[src/rtl/kct_fifo.sv]
module kct_fifo #(
  parameter int W = 8,
  parameter int DEPTH = 2
) (
  input  logic         clk,
  input  logic         rst,
  input  logic         push,
  input  logic [W-1:0] wdata,
  output logic         full,
  input  logic         pop,
  output logic [W-1:0] rdata,
  output logic         empty
);

  localparam int PW = (DEPTH > 1) ? $clog2(DEPTH) : 1;

  logic [W-1:0]  slots [DEPTH];
  logic [PW-1:0] wr_ptr;
  logic [PW-1:0] rd_ptr;
  logic [PW:0]   count;
  logic          do_push;
  logic          do_pop;

  assign full = (count == (PW+1)'(DEPTH));
  assign empty = (count == '0);
  assign do_push = push && !full;
  assign do_pop = pop && !empty;
  assign rdata = slots[rd_ptr];

  // Store an incoming word
  always_ff @(posedge clk) begin
    if (do_push) begin
      slots[wr_ptr] <= wdata;
    end
  end

  // Advance pointers and occupancy
  always_ff @(posedge clk) begin
    if (rst) begin
      wr_ptr <= '0;
      rd_ptr <= '0;
      count <= '0;
    end else begin
      if (do_push) begin
        wr_ptr <= (wr_ptr == PW'(DEPTH-1)) ? '0 : wr_ptr + 1'b1;
      end
      if (do_pop) begin
        rd_ptr <= (rd_ptr == PW'(DEPTH-1)) ? '0 : rd_ptr + 1'b1;
      end
      if (do_push && !do_pop) begin
        count <= count + 1'b1;
      end else if (do_pop && !do_push) begin
        count <= count - 1'b1;
      end
    end
  end

endmodule

[config.mk]
export PLATFORM = sky130hd
export DESIGN_NAME = kct_fifo
export DESIGN_NICKNAME = d
export VERILOG_FILES = /design/src/rtl/kct_fifo.sv
export SDC_FILE = /design/constraint.sdc
export NUM_CORES = 1
export LEC_CHECK = 0
export BUFFER_PORTS_ARGS = -buffer_cell sky130_fd_sc_hd__buf_2
export CORE_MARGIN = 2
export CORE_UTILIZATION = 49
export DETAILED_ROUTE_END_ITERATION = 7
export GPL_TIMING_DRIVEN = 0
export PLACE_DENSITY_LB_ADDON = 0.05
export SKIP_CTS_REPAIR_TIMING = 1
export SLEW_MARGIN = 20
export SYNTH_ARGS = -nofsm -noshare
export SYNTH_HDL_FRONTEND = slang
export SYNTH_SLANG_ARGS = --single-unit
[constraint.sdc]
create_clock -name clk -period 2.8 [get_ports clk]
set_input_delay 0.28 -clock clk [delete_from_list [all_inputs] [get_ports clk]]
set_output_delay 0.28 -clock clk [all_outputs]
set_load 0.01 [all_outputs]
==> results.yml, run 1 <==
run_status:
  outcome: "finished, final reports clean"
sta:
  worst_pin_slew_ns: 0.398
  fin_hold_ws_ns: 0.150
  max_freq_ghz: 0.626
  hold_violations: 0
  tns_ns: 0
  setup_viol: 0
  period_share_pct: 57.1
  max-slew-margin-rel_pct: 73.5
  period_needed_ns: 1.60
  fin_worst_skew_ns: 0.00608
  rsz0062_at_grt: "no"
  drv_slew: 0
  fin_ws_ns: 1.20
routing:
  routed_wl_um: 1150
  dr.pass1.iters: 2
  num_vias: 463
  wl_per_cell_um: 12.6
  viasPerCell: 5.09
  drtAntennaViolNets: 0
  drt-initial-drc-count: 2
  post-route-drc-count: 0
critical_path:
  worstRegToRegCells: 4
  crit_path_max_fanout: 8
  slowest_delay_ns: 0.36
  crit_slowest_cell: "mux2_2"
  crit_top_cell: "buf_2"
  cp.required_ns: 2.52
  reg2reg_to: "count[1]"
  crit_family: "multiplexers"
  worstPathCellList: "buf_2 > mux2_2 > buf_2"
  arrival_ns: 1.32
  cp-end-kind: "output port"
  rr_startpoint: "count[0]"
  cp-start-kind: "flip-flop"
  crit_type: "reg2out"
  rrSetupSlack_ns: 1.25
  critPathBufInv: 2
synth:
  postSynthCellCount: 50
  ys_seq_elements: 21
  syn-cell-area_sq_um: 793
  syn_avg_cell_area_sq_um: 15.9
  syn-num-nets: 63
  yosysWarningCount: 0
  ys_seq_area_share_pct: 73.2
  synth_cell_types: 13
global_route:
  grt_pass1_wl_um: 1730
  antenna_found_initial: 0
  grtUsageTotal_pct: 13.3
  grt_max_degree: 13
  grt_overflow_total: 0
  grt_pass1_vias: 423
pwr:
  p_switching_mw: 0.251
  finalPower_mw: 0.828
  p_seq_share_pct: 51.2
  leakage_nw: 0.386
  sw_frac_of_total_pct: 30.4
  intPower_mw: 0.576
  power.density_nw_per_um2: 875
  peakVddDrop_uv: 572
  combPwrFrac_pct: 31.4
  pwr-share-clk_pct: 17.4
placed_design:
  dp_cells: 87
  post-dp-hpwl_um: 818
  dpl_cell_area_sq_um: 918
  gp_congestion: 0.658
  dp_slack_ns: 1.25
  port-buffer-count: 21
die:
  dieArea_sq_um: 1960
  io-pin-count: 22
  fp-row-count: 14
  die_w_um: 44.2
  initial_core_util_pct: 52.7
  core_sq_um: 1510
  die_y_um: 44.2
worst_hold_path:
  min_path_type: "in2reg"
  hold_path.startpoint: "wdata[5]"
  hold_depth: 1
  min_delay_worst_endpoint: "slots[0][5]"
clock_tree:
  clkLatencyLatePin_ns: 0.31
  path_clk_slew_ns: 0.11
  cts_max_level: 1
  clock_sinks: 21
  max-clock-path-buffers: 2
  cts_inserted_buffers: 3
  clockRootBuffer: "clkbuf_4"
  cts_tree: "yes"
cells_and_area:
  layout.nets: 89
  drive_gt1_share_pct: 46.7
  post-route-util_pct: 62.8
  syn2layout_area_growth_pct: 19.2
  n_antenna_cell: 0
  finalInstanceArea_sq_um: 946
  final_cells: 91
run:
  drv_cap: 0
-- metal layers --
layer | GRT usage (%) | share of wire, % | vias up
li1 | - | - | 231
met1 | 13.7 | 45 | 214
met2 | 20.9 | 45 | 14
met3 | 5.71 | 7.0 | 4
met4 | 10.9 | 3.0 | 0
met5 | 0 | 0 | -
-- registers in the layout, summed over array words and instances (netlist names), named ones only --
register and count:
wr_ptr 1, count 2, slots 16, rd_ptr 1
-- layout make-up --
type / instances / area (sq um)
Buffer: 1 / 5.00
Sequential cell: 21 / 581
Multi-Input combinational cell: 26 / 200
Clock buffer: 3 / 22.5
Inverter: 2 / 7.51
Fill cell: 116 / 561
Timing Repair Buffer: 21 / 105
Clock inverter: 1 / 5.00
Tap cell: 16 / 20.0
-- power by group through the flow --
stage	clock (mW)	sequential, mW	combinational [mW]
after detailed placement	0	0.431	0.264
after CTS	0.151	0.424	0.265
after floorplan	0	0.424	0.184
after global routing	0.159	0.430	0.290
final	0.144	0.424	0.260
after global placement	0	0.428	0.259
-- cell usage in the layout (no fill, tap or decap) --
master	count
xor2_1	3
ha_1	1
nor2_1	5
buf_2	22
o21ai_0	3
mux2_2	8
edfxtp_1	16
and2_1	1
clkbuf_4	3
nor2b_2	1
inv_1	2
or3_1	2
clkinv_2	1
a21oi_1	2
dfxtp_1	5
-- synth_stat cells --
| cell type | n | area share [%] |
|---|---|---|
| a21oi_1 | 2 | 1.3 |
| and2_1 | 1 | 0.79 |
| buf_2 | 1 | 0.63 |
| dfxtp_1 | 5 | 13 |
| edfxtp_1 | 16 | 61 |
| ha_1 | 1 | 1.6 |
| inv_1 | 2 | 0.95 |
| mux2_2 | 8 | 11 |
| nor2_1 | 5 | 2.4 |
| nor2b_2 | 1 | 1.1 |
| o21ai_0 | 3 | 1.9 |
| or3_1 | 2 | 1.6 |
| xor2_1 | 3 | 3.3 |
-- worst register-to-register path: stages (launching register included) --
cell     delay [ns]
dfxtp_1        0.37
o21ai_0        0.30
ha_1           0.32
or3_1          0.37
a21oi_1        0.13
-- how the worst max path moves through the flow --
stage                     startpoint        to  cells after the start
after floorplan             count[1]  count[1]                      5
after global placement      count[0]  count[1]                      4
after detailed placement    count[0]  count[1]                      4
after CTS                  flip-flop  rdata[7]                      3
after global routing        count[0]  count[1]                      4
final                      flip-flop  rdata[0]                      3
-- cells by family (layout without fill, tap and decap cells) --
group / Yosys count / after routing / share of synthesized area, %
compound gates: 5 / 5 / 3.15
xor+xnor: 3 / 3 / 3.31
fa+ha+maj: 1 / 1 / 1.58
buf+inv: 3 / 28 / 1.58
flops: 21 / 21 / 73.2
mux: 8 / 8 / 11.4
simple gates: 9 / 9 / 5.84
Power figures use the tool's default switching activity.
==> inputs of run 2 (changes only) <==
ABC_AREA = 1   (was default)
clock period = 1.61 ns   (was 2.8 ns; I/O delays follow)
==> run 2 against run 1 <==
  * Clock skew shrank 0.0027 ns
  * Synthesized cell count grew 24%
  * Area after synthesis grew 4.4%
  * Register-to-register slack lost 1.1 ns
  * Power grew 78%
  * Combinational power grew 83%
  * Critical endpoint is now rdata[2]
  * Largest cell class unchanged
  * Worst hold slack lost 0.10 ns
  * Sequential share of layout area shrank 2.9 points
  * Critical path depth is the same
==> results.yml, run 2 <==
synth:
  synth_common_cells: "16 x edfxtp_1, 9 x nor2_1, 8 x mux2_2, 7 x inv_1, 5 x dfxtp_1"
  postSynthCellCount: 62
  synth_edf_count: 16
  syn-num-nets: 75
  synth_top_area_share_pct: 58.0
  yosysMostFrequentCell: "edfxtp_1"
  yosys.area.top_type: "edfxtp_1"
  synth_cell_types: 16
  yosysWarningCount: 0
  async_flop_share_pct: 0
  synth_ff_type: "edfxtp_1"
  ys_seq_elements: 21
  synthTopCellsByArea: "edfxtp_1 58%, dfxtp_1 12%, mux2_2 11%"
  ys_seq_area_share_pct: 70.1
  syn_avg_cell_area_sq_um: 13.4
  syn-cell-area_sq_um: 828
routing:
  drtAntennaViolNets: 0
  post-route-drc-count: 0
  routed_wl_um: 1250
  dr.pass1.iters: 1
  wl_per_cell_um: 12.1
  num_vias: 507
  drt-initial-drc-count: 0
  viasPerCell: 4.92
global_route:
  grt_max_degree: 13
  grt_pass1_wl_um: 1880
  antenna_found_initial: 0
  grt_overflow_total: 0
  grt_pass1_vias: 502
  grtUsageTotal_pct: 13.5
run:
  drv_cap: 0
cells_and_area:
  layout_common_cells: "22 x buf_2, 16 x edfxtp_1, 8 x mux2_2, 7 x nor2_1, 7 x inv_1"
  n_antenna_cell: 0
  multiInputGateArea_sq_um: 221
  layout.nets: 101
  top_regs: "slots: 16 flops, count: 2 flops"
  num-fill-cells: 125
  seq_area_sq_um: 581
  largest_reg_flops: 16
  syn2layout_area_growth_pct: 19.9
  drive_gt1_share_pct: 47.1
  final_common_cell: "buf_2"
  top_register: "slots"
sta:
  period_needed_ns: 1.47
  worst_pin_slew_ns: 0.446
  drv_slew: 0
  max-slew-margin-rel_pct: 70.2
  fin_worst_skew_ns: 0.00336
  rsz0062_at_grt: "no"
  max_freq_ghz: 0.679
  fin_ws_ns: 0.138
  period_share_pct: 91.4
  hold_violations: 0
  setup_viol: 0
  fin_hold_ws_ns: 0.0460
  tns_ns: 0
critical_path:
  crit_path_max_fanout: 8
  cp-end-kind: "output port"
  cp.required_ns: 1.45
  arrival_ns: 1.31
  crit_type: "reg2out"
  cp-start-kind: "flip-flop"
  rr_startpoint: "count[1]"
run_status:
  outcome: "finished, final reports clean"
placed_design:
  gp_congestion: 0.681
  dp_slack_ns: 0.0294
  post-dp-hpwl_um: 858
  port-buffer-count: 21
die:
  die_w_um: 45.1
  die_y_um: 45.1
  fp-row-count: 14
  initial_core_util_pct: 53.7
  io-pin-count: 22
  dieArea_sq_um: 2040
  core_sq_um: 1540
clock_tree:
  path_clk_slew_ns: 0.11
  cts_inserted_buffers: 3
  clkLatencyLatePin_ns: 0.29
  clockRootBuffer: "clkbuf_4"
  max-clock-path-buffers: 2
  cts_max_level: 1
  cts_tree: "yes"
  clock_sinks: 21
pwr:
  combPwrFrac_pct: 32.3
  p_switching_mw: 0.477
  leakage_nw: 0.414
  intPower_mw: 0.998
  p_seq_share_pct: 51.2
  sw_frac_of_total_pct: 32.3
  pwr-share-clk_pct: 16.5
  peakVddDrop_uv: 776
  power.density_nw_per_um2: 1480
worst_hold_path:
  hold_path.startpoint: "wdata[5]"
  min_path_type: "in2reg"
==> run 2: metrics by stage <==
stage	utilization (%)	power (mW)	area [sq um]	cells
global route	64.4	1.57	993	103
finish	64.4	1.47	993	103
floorplan	-	1.08	828	62
detailed placement	61.9	1.23	953	99
CTS	63.6	1.47	981	103
global placement	61.9	1.21	953	99
==> run 2: layout make-up <==
class / count / area share [%]
plain buffers: 1 / 0.504
multi-input cells: 31 / 22.3
repair buffers: 21 / 10.6
well taps: 16 / 2.02
clock inverters: 1 / 0.504
inverters: 9 / 3.40
flip-flops and latches: 21 / 58.4
clock buffers: 3 / 2.27
==> run 2: layer usage <==
metal  wire, um  global-route usage, %  share of wire, %  up-vias
met1        516                   14.1                41      230
met5          0                      0                 0        -
met2        657                   24.0                53       13
met4          0                   5.29                 0        0
li1           -                      -                 -      264
met3         76                   5.20               6.1        0
==> run 2: power by group through the flow <==
stage	Combinational, mW	Clock [mW]	Sequential, mW
final	0.476	0.244	0.755
after global placement	0.456	0	0.755
after detailed placement	0.464	0	0.762
after global routing	0.532	0.269	0.770
after floorplan	0.333	0	0.748
after CTS	0.469	0.250	0.749
==> run 2: cell families (layout without fill, tap and decap cells) <==
kind of cell	count (synthesis)	in the layout	share of synthesized area (%)
compound gates	6	6	4.53
fa+ha+maj	1	1	1.51
buf+inv	10	35	4.68
flops	21	21	70.1
mux	8	8	10.9
simple gates	16	16	8.31
==> run 2: path summary, 6_finish.rpt <==
check	slack [ns]	end	depth (start not counted)
max	0.14	rdata[2]	3
min	0.05	slots[0][5]	1
max reg2reg	0.15	count[1]	9
min reg2reg	0.54	wr_ptr	2
==> run 2: worst max-delay path: stages, from the launching register on <==
cell and delay [ns]:
dfxtp_1 0.32, buf_2 0.21, mux2_2 0.36, buf_2 0.14
